## config.mk

```make
export PLATFORM = sky130hd
export DESIGN_NAME = cfma_controller
export DESIGN_NICKNAME = d
export VERILOG_FILES = /design/src/hw/rtl/cascaded_fractional_moving_average_macros.svh /design/src/hw/rtl/cfma_pkg.sv /design/src/hw/rtl/cfma_controller.sv
export SDC_FILE = /design/constraint.sdc
export NUM_CORES = 1
export LEC_CHECK = 0
export ABC_AREA = 1
export BUFFER_PORTS_ARGS = -buffer_cell sky130_fd_sc_hd__buf_4
export CAP_MARGIN = 20
export CORE_MARGIN = 4
export CORE_UTILIZATION = 50
export CTS_CLUSTER_SIZE = 40
export DETAILED_ROUTE_END_ITERATION = 6
export PLACE_DENSITY = 0.77
export SLEW_MARGIN = 20
export SYNTH_ARGS = -nofsm -noshare
export SYNTH_HDL_FRONTEND = slang
export SYNTH_SLANG_ARGS = --single-unit
```

## constraint.sdc

```tcl
create_clock -name clk -period 1.41 [get_ports clk]
set_input_delay 0.141 -clock clk [delete_from_list [all_inputs] [get_ports clk]]
set_output_delay 0.141 -clock clk [all_outputs]
set_load 0.05 [all_outputs]
```

## src/hw/rtl/cascaded_fractional_moving_average_macros.svh

```systemverilog
// Assertion macros for the cascaded fractional moving-average block.
// Included by the top level; relies on clk and rst_n in the including scope.
`ifndef CASCADED_FRACTIONAL_MOVING_AVERAGE_MACROS_SVH
`define CASCADED_FRACTIONAL_MOVING_AVERAGE_MACROS_SVH

// Same-cycle implication, disabled during reset.
`define CFMA_ASSERT_NOW(label, ante, cons, msg) \
    label: assert property (@(posedge clk) disable iff (!rst_n) (ante) |-> (cons)) \
        else $error(msg);

// Next-cycle implication, disabled during reset.
`define CFMA_ASSERT_NEXT(label, ante, cons, msg) \
    label: assert property (@(posedge clk) disable iff (!rst_n) (ante) |=> (cons)) \
        else $error(msg);

`endif

```

## src/hw/rtl/cfma_pkg.sv

```systemverilog
// Shared constants, types and arithmetic helpers of the moving-average block.
// No dependencies; the interfaces, the top level, the datapath and the controller import this package.
`timescale 1ns / 1ps
`default_nettype none
package cfma_pkg;

    localparam int SAMPLE_WIDTH  = 24;
    localparam int MAX_STAGES    = 11;
    localparam int DELAY_ROWS    = 11;
    localparam int MAX_USED_TAPS = 9;

    localparam int REG_WIDTH   = 17;
    localparam int CFG_IDX_W   = 2;
    localparam int ROW_W       = 4;
    localparam int STAGE_W     = 4;
    localparam int ADDR_W      = ROW_W + STAGE_W;
    localparam int MEM_DEPTH   = MAX_STAGES * (1 << ROW_W);
    localparam int TOTAL_W     = 20;
    localparam int WEIGHT_W    = 18;
    localparam int COEF_W      = 19;
    localparam int ACC_W       = 46;
    localparam int DIV_N_W     = 33;
    localparam int DIV_CNT_W   = 6;
    localparam int DIV_STEPS   = DIV_N_W;

    localparam logic [CFG_IDX_W-1:0] CFG_TAP  = 2'd0;
    localparam logic [CFG_IDX_W-1:0] CFG_POLE = 2'd1;
    localparam logic [CFG_IDX_W-1:0] CFG_WET  = 2'd2;

    localparam logic [REG_WIDTH-1:0] ONE_Q16 = 17'h10000;

    typedef logic signed [SAMPLE_WIDTH-1:0] sample_t;

    typedef enum logic [1:0] {
        A_ROW,
        A_PREV,
        A_CUR,
        A_IN
    } a_sel_t;

    typedef enum logic [2:0] {
        C_WEIGHT,
        C_ONE_MINUS_BLEND,
        C_BLEND,
        C_WET,
        C_DRY
    } c_sel_t;

    typedef struct packed {
        logic              mem_clear;
        logic              row_step;
        logic [ADDR_W-1:0] addr;
        logic [ROW_W-1:0]  row;
        logic              load_in;
        logic              mac_en;
        a_sel_t            a_sel;
        c_sel_t            c_sel;
        logic              stage_end;
        logic              div_load;
        logic              div_last;
        logic              div_step;
        logic              wf_store;
        logic              wl_store;
        logic              out_load;
    } dp_cmd_t;

    typedef struct packed {
        logic [ROW_W-1:0]   used_taps;
        logic [STAGE_W-1:0] stages;
    } dp_status_t;

    function automatic logic [REG_WIDTH-1:0] clamp_reg(input logic [REG_WIDTH-1:0] v);
        logic [REG_WIDTH-1:0] r;
        begin
            r = (v[REG_WIDTH-1] && (v[REG_WIDTH-2:0] != '0)) ? ONE_Q16 : v;
            return r;
        end
    endfunction

    // Round half up by 16 bits, then saturate to the sample width.
    function automatic sample_t round_sat(input logic signed [ACC_W-1:0] acc);
        logic signed [ACC_W-1:0] biased;
        logic signed [ACC_W-1:0] shifted;
        logic signed [ACC_W-1:0] hi;
        logic signed [ACC_W-1:0] lo;
        sample_t                 r;
        begin
            biased  = acc + ACC_W'(32768);
            shifted = biased >>> 16;
            hi      = ACC_W'((64'sd1 <<< (SAMPLE_WIDTH - 1)) - 64'sd1);
            lo      = -(ACC_W'(64'sd1 <<< (SAMPLE_WIDTH - 1)));
            if (shifted > hi)
            begin
                r = hi[SAMPLE_WIDTH-1:0];
            end
            else if (shifted < lo)
            begin
                r = lo[SAMPLE_WIDTH-1:0];
            end
            else
            begin
                r = shifted[SAMPLE_WIDTH-1:0];
            end
            return r;
        end
    endfunction

endpackage
`default_nettype wire

```

## src/hw/rtl/cfma_controller.sv

```systemverilog
// Controller: sequences memory clear, weight division, stage loop, blend and mix.
// Depends on cfma_pkg; drives cfma_datapath through dp_cmd_t.
`timescale 1ns / 1ps
`default_nettype none
module cfma_controller (
    input  wire                           clk,
    input  wire                           rst_n,
    input  wire                           cfg_we,
    input  wire [cfma_pkg::CFG_IDX_W-1:0] cfg_index,
    input  wire                           in_valid,
    input  wire                           out_ready,
    input  cfma_pkg::dp_status_t          status,
    output logic                          in_ready,
    output logic                          out_valid,
    output cfma_pkg::dp_cmd_t             cmd
);
    import cfma_pkg::*;

    localparam logic [3:0] S_CLEAR = 4'd0;
    localparam logic [3:0] S_DINIT = 4'd1;
    localparam logic [3:0] S_DIVF  = 4'd2;
    localparam logic [3:0] S_DIVL  = 4'd3;
    localparam logic [3:0] S_IDLE  = 4'd4;
    localparam logic [3:0] S_ROW   = 4'd5;
    localparam logic [3:0] S_SEND  = 4'd6;
    localparam logic [3:0] S_BL1   = 4'd7;
    localparam logic [3:0] S_BL2   = 4'd8;
    localparam logic [3:0] S_BLE   = 4'd9;
    localparam logic [3:0] S_MX1   = 4'd10;
    localparam logic [3:0] S_MX2   = 4'd11;
    localparam logic [3:0] S_MXE   = 4'd12;
    localparam logic [3:0] S_OUT   = 4'd13;

    logic [3:0]           state_reg, state_next;
    logic [STAGE_W-1:0]   stage_reg, stage_next;
    logic [ROW_W-1:0]     row_reg, row_next;
    logic [DIV_CNT_W-1:0] cnt_reg, cnt_next;
    logic [ADDR_W-1:0]    clr_reg, clr_next;
    logic                 out_valid_reg, out_valid_next;
    logic                 tap_write;

    assign tap_write = cfg_we && (cfg_index == CFG_TAP);
    // a tap write takes precedence over a new transaction
    assign in_ready  = (state_reg == S_IDLE) && !tap_write;
    assign out_valid = out_valid_reg;

    always_comb
    begin
        state_next     = state_reg;
        stage_next     = stage_reg;
        row_next       = row_reg;
        cnt_next       = cnt_reg;
        clr_next       = clr_reg;
        out_valid_next = out_valid_reg && !out_ready;
        cmd            = '0;
        cmd.addr       = {stage_reg, row_reg};
        cmd.row        = row_reg;
        cmd.a_sel      = A_ROW;
        cmd.c_sel      = C_WEIGHT;

        unique case (state_reg) inside
            S_CLEAR:
            begin
                cmd.mem_clear = 1'b1;
                cmd.addr      = clr_reg;
                clr_next      = clr_reg + ADDR_W'(1);
                if (clr_reg == ADDR_W'(MEM_DEPTH - 1))
                begin
                    state_next = S_DINIT;
                end
            end
            S_DINIT:
            begin
                cmd.div_load = 1'b1;
                cnt_next     = '0;
                // reload once more if the tap control changes now
                state_next   = tap_write ? S_DINIT : S_DIVF;
            end
            S_DIVF, S_DIVL:
            begin
                cmd.div_last = (state_reg == S_DIVL);
                if (tap_write)
                begin
                    state_next = S_DINIT;
                end
                else if (cnt_reg == DIV_CNT_W'(DIV_STEPS))
                begin
                    cnt_next = '0;
                    if (state_reg == S_DIVF)
                    begin
                        cmd.wf_store = 1'b1;
                        cmd.div_load = 1'b1;
                        cmd.div_last = 1'b1;
                        state_next   = S_DIVL;
                    end
                    else
                    begin
                        cmd.wl_store = 1'b1;
                        state_next   = S_IDLE;
                    end
                end
                else
                begin
                    cmd.div_step = 1'b1;
                    cnt_next     = cnt_reg + DIV_CNT_W'(1);
                end
            end
            S_IDLE:
            begin
                if (tap_write)
                begin
                    state_next = S_DINIT;
                end
                else if (in_valid)
                begin
                    cmd.load_in = 1'b1;
                    stage_next  = '0;
                    row_next    = '0;
                    state_next  = S_ROW;
                end
            end
            S_ROW:
            begin
                // write row t, shift in the previous row, accumulate while t < used
                cmd.row_step = 1'b1;
                cmd.mac_en   = (row_reg < status.used_taps);
                row_next     = row_reg + ROW_W'(1);
                if (row_reg == status.used_taps + ROW_W'(1))
                begin
                    row_next   = '0;
                    state_next = S_SEND;
                end
            end
            S_SEND:
            begin
                cmd.stage_end = 1'b1;
                stage_next    = stage_reg + STAGE_W'(1);
                state_next    = (stage_reg == status.stages - STAGE_W'(1)) ? S_BL1 : S_ROW;
            end
            S_BL1:
            begin
                cmd.mac_en = 1'b1;
                cmd.a_sel  = A_PREV;
                cmd.c_sel  = C_ONE_MINUS_BLEND;
                state_next = S_BL2;
            end
            S_BL2:
            begin
                cmd.mac_en = 1'b1;
                cmd.a_sel  = A_CUR;
                cmd.c_sel  = C_BLEND;
                state_next = S_BLE;
            end
            S_MX1:
            begin
                cmd.mac_en = 1'b1;
                cmd.a_sel  = A_CUR;
                cmd.c_sel  = C_WET;
                state_next = S_MX2;
            end
            S_MX2:
            begin
                cmd.mac_en = 1'b1;
                cmd.a_sel  = A_IN;
                cmd.c_sel  = C_DRY;
                state_next = S_MXE;
            end
            S_BLE, S_MXE:
            begin
                cmd.stage_end = 1'b1;
                state_next    = (state_reg == S_BLE) ? S_MX1 : S_OUT;
            end
            S_OUT:
            begin
                // hold until the output register is free
                if (!out_valid_reg || out_ready)
                begin
                    cmd.out_load   = 1'b1;
                    out_valid_next = 1'b1;
                    state_next     = S_IDLE;
                end
            end
            default:
            begin
                state_next = S_CLEAR;
            end
        endcase
    end

    always_ff @(posedge clk or negedge rst_n)
    begin
        if (!rst_n)
        begin
            state_reg     <= S_CLEAR;
            stage_reg     <= '0;
            row_reg       <= '0;
            cnt_reg       <= '0;
            clr_reg       <= '0;
            out_valid_reg <= 1'b0;
        end
        else
        begin
            state_reg     <= state_next;
            stage_reg     <= stage_next;
            row_reg       <= row_next;
            cnt_reg       <= cnt_next;
            clr_reg       <= clr_next;
            out_valid_reg <= out_valid_next;
        end
    end

endmodule
`default_nettype wire
```

Word level (Yosys, flattened, before mapping):

Cells that the tools add are included.

* bits in registers: 27
* input port bits: 15
* output and inout bits: 30
* logic and storage cells: 100

* $add $sub $neg: 6
* order comparisons: 1
* eq/ne operators: 25
* multiplexer cells: 42
* reductions and logical operators: 20

Operator list (count)
* 4-bit one-hot mux with 12 select lines: 1
* 4-bit 2-to-1 mux: 11
* 4-bit equality test, second input constant: 6
* 5-bit one-hot mux with 4 select lines: 1
* 4-bit by 3-bit equality test with 1-bit output, second input constant: 4
* 4-bit one-hot mux with 2 select lines: 2
* 1-bit 2-to-1 mux: 13
* 4-bit by 1-bit adder with 4-bit output, second input constant: 3
* 6-bit 2-to-1 mux: 2
* 6-bit one-hot mux with 2 select lines: 1
* 2-bit 2-to-1 mux: 5
* 8-bit by 1-bit adder with 8-bit output, second input constant: 1
* 4-bit by 2-bit equality test with 1-bit output, second input constant: 2
* 4-bit equality test: 2
* 8-bit equality test, second input constant: 1
* 8-bit 2-to-1 mux: 1
* 6-bit by 1-bit adder with 6-bit output, second input constant: 1
* 6-bit equality test, second input constant: 1
* 3-bit 2-to-1 mux: 2
* 2-bit by 1-bit inequality test with 1-bit output, second input constant: 3
* 2-bit inequality test, second input constant: 3
* 3-bit inequality test, second input constant: 2
* 3-bit AND reduction: 2
* 2-bit nonzero test: 3
* 15 further kinds: 21

Longest topological paths before layout:

Gate-level depths: netlist of the first run.

* depth after elaboration: 5
* mapped depth: 12
* depth with buffers taken out: 12

Worst setup path after synthesis of the first run:

Ideal clock, no wire load.

* kind: register to output
* start point: reg state_reg[0]
* end point: out cmd[18] in the netlist's numbering
* data arrival time: 2.037 ns
* data required time: 1.269 ns
* slack: -0.768 ns
* stages on the path, launching flop included: 7
* buffers on the path: 2
* cells stage by stage: dfrtp_1 -> buf_4 -> inv_2 -> nand2_4 -> nor2_8 -> buf_2 -> o21ai_0

RTL lines
* from (decl): line cfma_controller.sv:34 `logic [3:0] state_reg, state_next;`
* from (signal assigned): line cfma_controller.sv:203 `state_reg <= state_next;`
* to (decl): line cfma_controller.sv:15 `output cfma_pkg::dp_cmd_t cmd`

==> results of run 1 <==
power by group:
| part | leakage, nW | switching (mW) | internal [mW] |
|---|---|---|---|
| combinational | 1.61 | 4.84 | 3.02 |
| sequential | 0.348 | 0.394 | 1.05 |
| clock | 0.0217 | 0.328 | 0.203 |
| total | 1.98 | 5.56 | 4.27 |
logic make-up (layout without fill, tap and decap cells):
| group | count (synthesis) | after routing | synth area share |
|---|---|---|---|
| xor+xnor | 10 | 10 | 0.0406 |
| buf+inv | 60 | 192 | 0.108 |
| simple gates | 172 | 172 | 0.386 |
| flops | 27 | 27 | 0.313 |
| other cells | 0 | 1 | 0 |
| fa+ha+maj | 11 | 11 | 0.0638 |
| compound gates | 35 | 35 | 0.0882 |
path summary, 6_finish.rpt:
| path | start | end | slack, ns |
|---|---|---|---|
| setup reg to reg | clr_reg[1] | state_reg[0] | -0.43 |
| setup / recovery | state_reg[0] | cmd[6] | -0.49 |
| min in group asynchronous | rst_n | cnt_reg[4] | 0.30 |
| max in group asynchronous | rst_n | row_reg[3] | 0.80 |
| hold reg to reg | cnt_reg[5] | cnt_reg[5] | 0.61 |
| hold / removal | out_ready | out_valid | 0.07 |
cells in the mapped netlist (all sizes together):
cell,number
o22ai,3
ha,11
dfrtp,27
xnor2,2
buf,3
a31oi,1
o21ai,24
nand4,4
nor2,43
o211ai,1
nor3,10
nand2,91
inv,56
clkinv,1
nand3,22
xor2,8
nand3b,2
a21oi,6
stage by stage:
step	total power, mW	instances	instance area (um^2)
after global routing	10.0	497	3960
after detailed placement	6.49	456	3090
after floorplan	4.65	315	2320
after CTS	7.96	478	3600
final	9.83	498	3970
after global placement	6.36	456	3090
per-layer routing:
layer,routed length (um),GRT usage,vias up
met5,0,0,-
met4,1730,0.201,0
met3,1950,0.0616,204
met2,5740,0.589,468
met1,4060,0.375,1501
li1,-,-,1251
critical path, delay by kind of cell, from the launching register on:
kind	cells	cell delay, ns
AO/OA/AOI/OAI	1	0.07
buffers and inverters	3	0.46
flip-flops	1	0.48
AND/OR/NAND/NOR	3	0.45
area by class of cell:
| cell class | count | area share |
|---|---|---|
| flip-flops and latches | 27 | 0.173 |
| repair buffers | 131 | 0.305 |
| well taps | 50 | 0.0158 |
| inverters | 57 | 0.0606 |
| clock buffers | 3 | 0.0104 |
| clock inverters | 1 | 0.00189 |
| diodes | 1 | 0.000631 |
| multi-input cells | 228 | 0.433 |
repair_timing:
action | CTS | global route
pin swaps | 20 | 25
setup buffers | 17 | 22
setup endpoints to repair | 39 | 49
gates resized for setup | 93 | 59
cloned | 0 | 0
hold endpoints to repair | 27 | 0
hold buffers | 1 | 0
==> flow_summary.ini, run 1 <==
[drt]
via_per_inst = 6.88
wl_per_cell_um = 27.1
drtPass1Iterations = 7
ant_nets = 0
vias = 3424
drt_iter0_drc = 581
drc_errors = 0
totalWireLength_um = 13500

[timing]
slew_headroom = 0.732
drv_slew = 0
fin_crit_sh = 1.35
fin_worst_hold_slack_ns = 0.0744
min_period_ns = 1.90
tightest_slew_ns = 0.399
grt_setup_unrepaired = yes
setup_slack_ns = -0.492
hold_viol_final = 0
fmax_mhz = 526
tns_ns = -14.97
skew_ns = 0.0105
finalSetupViolCount = 48

[placed_design]
dp.final_hpwl_um = 4780
routabilityCongestion = 0.922
port_buffers = 44
dpl_worst_slack_ns = -0.0900

[critical_path]
max_stage_delay_ns = 0.48
critPathRequiredTime_ns = 1.27
worstSetupPathType = reg2out
crit_path_cell_trace = buf_6, nor2_2, nand2_2, inv_2, nor2_4, o21ai_2, buf_6
cp_max_fo = 4
arrival_ns = 1.76
cp_slowest_cell = dfrtp_2
cp-start-kind = register
rr_worst_depth = 10
crit_top_cell = buf_6
critPathCaptureType = primary output

[worst_hold_path]
hold_class = in2reg
holdPathStages = 2

[final_layout]
final_common_cell = buf_4
multi_input_area_um2 = 1720
area_delta_synth_final_pct = 83.8
largest_register_ffs = 8
final_core_util = 0.970
seq_area_um2 = 684
finalNetCount = 474
final_cell_mix = buf_4, nand2_1, inv_1, buf_6, nor2_1
n_fill_cell = 73
drive_gt1_frac = 0.564

[run_status]
violations = setup timing
status = finished with violations

[floorplan]
io-pin-count = 45
core_area_um2 = 4090
fp.dieArea_um2 = 5430
die_h_um = 73.7
row_count = 23
die_w_um = 73.7
initial_core_util = 0.528

[power_and_ir_drop]
power_density_nw_per_um2 = 2480
max-vdd-ir-drop_mv = 1.95
leakage_nw = 1.98

[yosys]
synthDistinctLibCells = 32
syn_nets = 341
postSynthCellCount = 315
syn_avg_cell_area_um2 = 6.85
ys_ff_latch = 27
synth.area.top_cells = dfrtp_1, nand2_1, inv_1
syn_area_um2 = 2160
synth_top_area_share = 0.313
yosysWarnings = 0
synth_largest_area_cell = dfrtp_1
ys_seq_area_frac = 0.313

[grt]
grt_overflow = 0
grt_util_all_layers = 0.337
grt_pass1_vias = 2798
grt_pass1_wl_um = 13900
grt_max_degree = 28
antenna_found_initial = 1

[clocking]
clock-root-buffer = clkbuf_8
insertion_delay_ns = 0.30
clock-sinks = 27
clock_path_buffers = 2
cts_tree = yes
htreeDepth = 1
cts_buffers = 3
clkTransAtPathRegs_ns = 0.12

[flow_run]
cap_viol_max_count = 0
No activity file was read; power rests on OpenSTA's default activity.
==> run 2: changes to the inputs <==
--- a/config.mk
+++ b/config.mk
@@ -9,3 +9,3 @@
 export BUFFER_PORTS_ARGS = -buffer_cell sky130_fd_sc_hd__buf_4
-export CAP_MARGIN = 20
+export CAP_MARGIN = 25
 export CORE_MARGIN = 4
--- a/constraint.sdc
+++ b/constraint.sdc
@@ -3,2 +3,2 @@
 set_output_delay 0.141 -clock clk [all_outputs]
-set_load 0.05 [all_outputs]
+set_load 0.01 [all_outputs]
==> run 2 against run 1 <==
- the run still ends with setup timing left
- count of clock-buffer cells in the layout rose by 1
- register-to-register slack improved by 0.07 ns
- sequential share of layout area rose by 1.6 points
- sequential power fell by 6%
- via count fell by 15%
- die area did not move
- largest power group unchanged
==> flow_summary.ini, run 2 (synthesis results as in run 1) <==
[floorplan]
die_h_um = 73.7
row_count = 23
initial_core_util = 0.528
io-pin-count = 45
core_area_um2 = 4090
fp.dieArea_um2 = 5430
die_w_um = 73.7

[placed_design]
port_buffers = 44
placed_area_um2 = 2760
dp.final_hpwl_um = 4410
routabilityCongestion = 0.945
dp.cells = 434

[power_and_ir_drop]
power.total_mw = 7.56
leakage_nw = 1.90
power_density_nw_per_um2 = 2110
max-vdd-ir-drop_mv = 1.68

[grt]
grt_pass1_vias = 2696
grt_max_degree = 28
grt_overflow = 0
antenna_found_initial = 0
grt_pass1_wl_um = 12500
grt_util_all_layers = 0.301

[timing]
finalSetupViolCount = 50
grt_setup_unrepaired = yes
setup_slack_ns = -0.440
fin_crit_sh = 1.31
hold_viol_final = 0
skew_ns = 0.0148
fmax_mhz = 541
tns_ns = -11.27
tightest_slew_ns = 0.364
drv_slew = 0
min_period_ns = 1.85
slew_headroom = 0.757

[final_layout]
final_cells = 482
final_area_um2 = 3590
final_common_cell = buf_4
final_cell_mix = buf_4, nand2_1, inv_1
diodes = 0
largest_register_ffs = 8
drive_gt1_frac = 0.481
n_fill_cell = 182
finalNetCount = 459
multi_input_area_um2 = 1590
area_delta_synth_final_pct = 66.4
seq_area_um2 = 678

[clocking]
cts_tree = yes
htreeDepth = 1
clock-root-buffer = clkbuf_8
clock-sinks = 27
cts_buffers = 3
clock_path_buffers = 2
insertion_delay_ns = 0.29
clkTransAtPathRegs_ns = 0.11

[drt]
vias = 2899
drtPass1Iterations = 5
drc_errors = 0
ant_nets = 0
wl_per_cell_um = 20.7
drt_iter0_drc = 349
via_per_inst = 6.01
totalWireLength_um = 9990

[flow_run]
cap_viol_max_count = 0

[run_status]
status = finished with violations
violations = setup timing

[critical_path]
worstSetupPathType = reg2out
cp-start-kind = register
cp_max_fo = 5
arrival_ns = 1.71
critPathRequiredTime_ns = 1.27
critPathCaptureType = primary output

[worst_hold_path]
hold_class = in2reg
[run 2: path summary, 6_finish.rpt]
check                      slack [ns]           end  depth (start not counted)    startpoint
max reg2reg                     -0.36  state_reg[1]                          8  state_reg[1]
max                             -0.44        cmd[6]                          7  state_reg[1]
max in group asynchronous        0.82  state_reg[3]                          2         rst_n
min in group asynchronous        0.30  state_reg[1]                          2         rst_n
min reg2reg                      0.57     out_valid                          2     out_valid
min                              0.02     out_valid                          2     out_ready
[run 2: area by class of cell]
| type | instances | area share |
|---|---|---|
| sequential | 27 | 0.189 |
| tap | 50 | 0.0174 |
| multi-input combinational | 229 | 0.443 |
| timing repair buffer | 115 | 0.272 |
| inverter | 57 | 0.0666 |
| clock buffer | 4 | 0.0125 |
[run 2: per-stage QoR]
stage                     setup slack (ns)  utilization  hold slack [ns]
final                               -0.440        0.878           0.0174
after detailed placement           -0.0574        0.674           0.0828
after global placement             -0.0216        0.674           0.0791
after CTS                           -0.231        0.806           0.0523
after global routing                -0.432        0.878           0.0230
after floorplan                     0.0271            -           -0.155
[run 2: metal layers]
layer / wire length (um) / global-route usage / vias up
li1: - / - / 1225
met1: 3700 / 0.357 / 1343
met2: 4710 / 0.512 / 259
met3: 874 / 0.0356 / 72
met4: 703 / 0.185 / 0
met5: 0 / 0 / -
[run 2: what timing repair did]
item / in CTS / in global routing
setup endpoints to repair: 35 / 44
hold endpoints to repair: 27 / 0
cloned: 1 / 0
hold buffers: 1 / 0
resized for setup: 70 / 61
pin swaps: 18 / 19
setup buffers: 34 / 11
[run 2: where the power goes]
part           internal, mW  switching [mW]  leakage [nW]
clock network         0.203           0.264        0.0228
logic                  2.51            3.22          1.52
registers              1.04           0.327         0.355
[run 2: worst max-delay path, stage by stage, from the launching register on]
cell and delay (ns):
dfrtp_1 0.46, inv_2 0.12, nor2_1 0.27, nand2_4 0.15, inv_2 0.11, nor2_4 0.05
o21ai_1 0.09, buf_4 0.15
==> run 3: changes to the inputs <==
Settings changed: GPL_TIMING_DRIVEN from default to 0.
==> run 3 against run 2 <==
- the flow still finishes with violations (setup timing)
- clock skew is 0.0070 ns lower
- critical path depth is 1 higher
- total power is 7.7% lower
- maximum frequency is 6.1% higher
- first-iteration DRC count is 30% lower
- core utilization is 5.1 points lower
- sequential cell count stayed put
- setup slack better by 0.11 ns
- register-to-register slack better by 0.04 ns
- final cell count is 4.4% lower
- cell area is 5.8% lower
- die area stayed put
- critical endpoint unchanged
- largest cell class unchanged
- highest routed layer unchanged
==> flow_summary.ini, run 3 (synthesis results as in run 1) <==
[drt]
drt_iter0_drc = 244
drtPass1Iterations = 5
vias = 2590
wl_per_cell_um = 17.3
via_per_inst = 5.62
ant_nets = 0
drc_errors = 0
totalWireLength_um = 7980

[clocking]
cts_buffers = 3
htreeDepth = 1
insertion_delay_ns = 0.28
cts_tree = yes
clkTransAtPathRegs_ns = 0.11
clock_path_buffers = 2
clock-sinks = 27
clock-root-buffer = clkbuf_8

[grt]
grt.met1_usage = 0.306
grt_pass1_vias = 2261
grt_max_degree = 28
grt_overflow = 0
grt_util_all_layers = 0.234
top_usage_layer = met2
met2_usage = 0.391
use_met3 = 0.0260
antenna_found_initial = 0
grt_pass1_wl_um = 9970

[power_and_ir_drop]
power_density_nw_per_um2 = 2060
max-vdd-ir-drop_mv = 1.28
leakage_nw = 1.78

[critical_path]
cp_slowest_cell = dfrtp_2
arrival_ns = 1.60
cp_max_fo = 6
cp-start-kind = register
max_stage_delay_ns = 0.48
critPathCaptureType = primary output
crit_path_cell_trace = inv_4, nand2_4, inv_4, nand2_4, inv_4, nor2_4, o21ai_1, buf_4
worstSetupPathType = reg2out
crit_top_cell = inv_4
crit_path_start = state_reg[3]
r2r_start = state_reg[1]
critPathRequiredTime_ns = 1.27

[floorplan]
io-pin-count = 45
core_area_um2 = 4090
die_h_um = 73.7
fp.dieArea_um2 = 5430
initial_core_util = 0.528
die_w_um = 73.7
row_count = 23

[worst_hold_path]
hold_start = out_ready
hold_class = in2reg

[timing]
hold_viol_final = 0
setup_slack_ns = -0.334
grt_setup_unrepaired = yes
slew_headroom = 0.755
skew_ns = 0.00781
tightest_slew_ns = 0.367
drv_slew = 0
min_period_ns = 1.74
finalSetupViolCount = 44
fmax_mhz = 573
fin_crit_sh = 1.24
tns_ns = -9.08

[flow_run]
cap_viol_max_count = 0

[final_layout]
drive_gt1_frac = 0.482
final_cell_mix = buf_4, nand2_1, inv_1
area_delta_synth_final_pct = 56.8
diodes = 0
n_fill_cell = 219
finalNetCount = 438
largest_register_ffs = 8
final_common_cell = buf_4

[placed_design]
routabilityCongestion = 0.909
dpl_worst_slack_ns = -0.153
port_buffers = 44
dp.final_hpwl_um = 3950

[run_status]
status = finished with violations
violations = setup timing
run 3: cell count changes in the layout (fill, tap and decap cells not counted), sizes merged:
| cell | change |
|---|---|
| clkbuf | -1 |
| nor2 | -1 |
| buf | -20 |
| inv | +2 |
| clkinv | -1 |
run 3: worst max-delay path, delay by kind of cell, from the launching register on:
family          cells  cell delay [ns]
flops               1             0.48
simple gates        3             0.39
buf+inv             4             0.35
compound gates      1             0.10
run 3: area by class of cell:
class / instances / area, um^2 / area share
Inverter: 57 / 239 / 0.0706
Sequential cell: 27 / 682 / 0.202
Buffer: 3 / 33.8 / 0.00999
Tap cell: 50 / 62.6 / 0.0185
Multi-Input combinational cell: 228 / 1570 / 0.464
Clock buffer: 3 / 41.3 / 0.0122
Clock inverter: 1 / 8.76 / 0.00259
Timing Repair Buffer: 92 / 747 / 0.221
run 3: metrics by stage:
stage / total power, mW / std cells / area, um^2 / util / hold slack, ns
after global routing: 7.38 / 461 / 3380 / 0.828 / 0.0527
after detailed placement: 4.32 / 409 / 2560 / 0.628 / 0.0813
after global placement: 4.26 / 409 / 2560 / 0.628 / 0.0811
final: 6.98 / 461 / 3380 / 0.828 / 0.0358
after CTS: 5.77 / 442 / 3040 / 0.745 / 0.0398
after floorplan: 3.34 / 315 / 2170 / - / -0.155
run 3: where the power goes:
part | internal [mW] | total, mW | switching (mW)
clock network | 0.208 | 0.490 | 0.282
registers | 1.05 | 1.40 | 0.353
logic | 2.21 | 5.09 | 2.87
total | 3.47 | 6.98 | 3.51
run 3: final timing paths:
check,slack (ns),cells after the start,end
max,-0.33,8,cmd[6]
min,0.04,2,out_valid
max reg2reg,-0.32,12,state_reg[2]
min reg2reg,0.57,1,clr_reg[5]
max in group asynchronous,0.81,2,state_reg[2]
min in group asynchronous,0.30,2,state_reg[0]
run 3: what timing repair did:
item | in CTS | in global routing
endpoints found under the setup margin | 37 | 45
hold endpoints to repair | 27 | 0
pin swaps | 17 | 27
cloned | 2 | 0
resized for setup | 72 | 59
setup buffers | 26 | 20
hold buffers | 1 | 0
run 3: layer usage:
| metal | wire length, um | vias to the layer above |
|---|---|---|
| met3 | 492 | 36 |
| met4 | 407 | 0 |
| li1 | - | 1186 |
| met1 | 3150 | 1229 |
| met2 | 3920 | 139 |
| met5 | 0 | - |
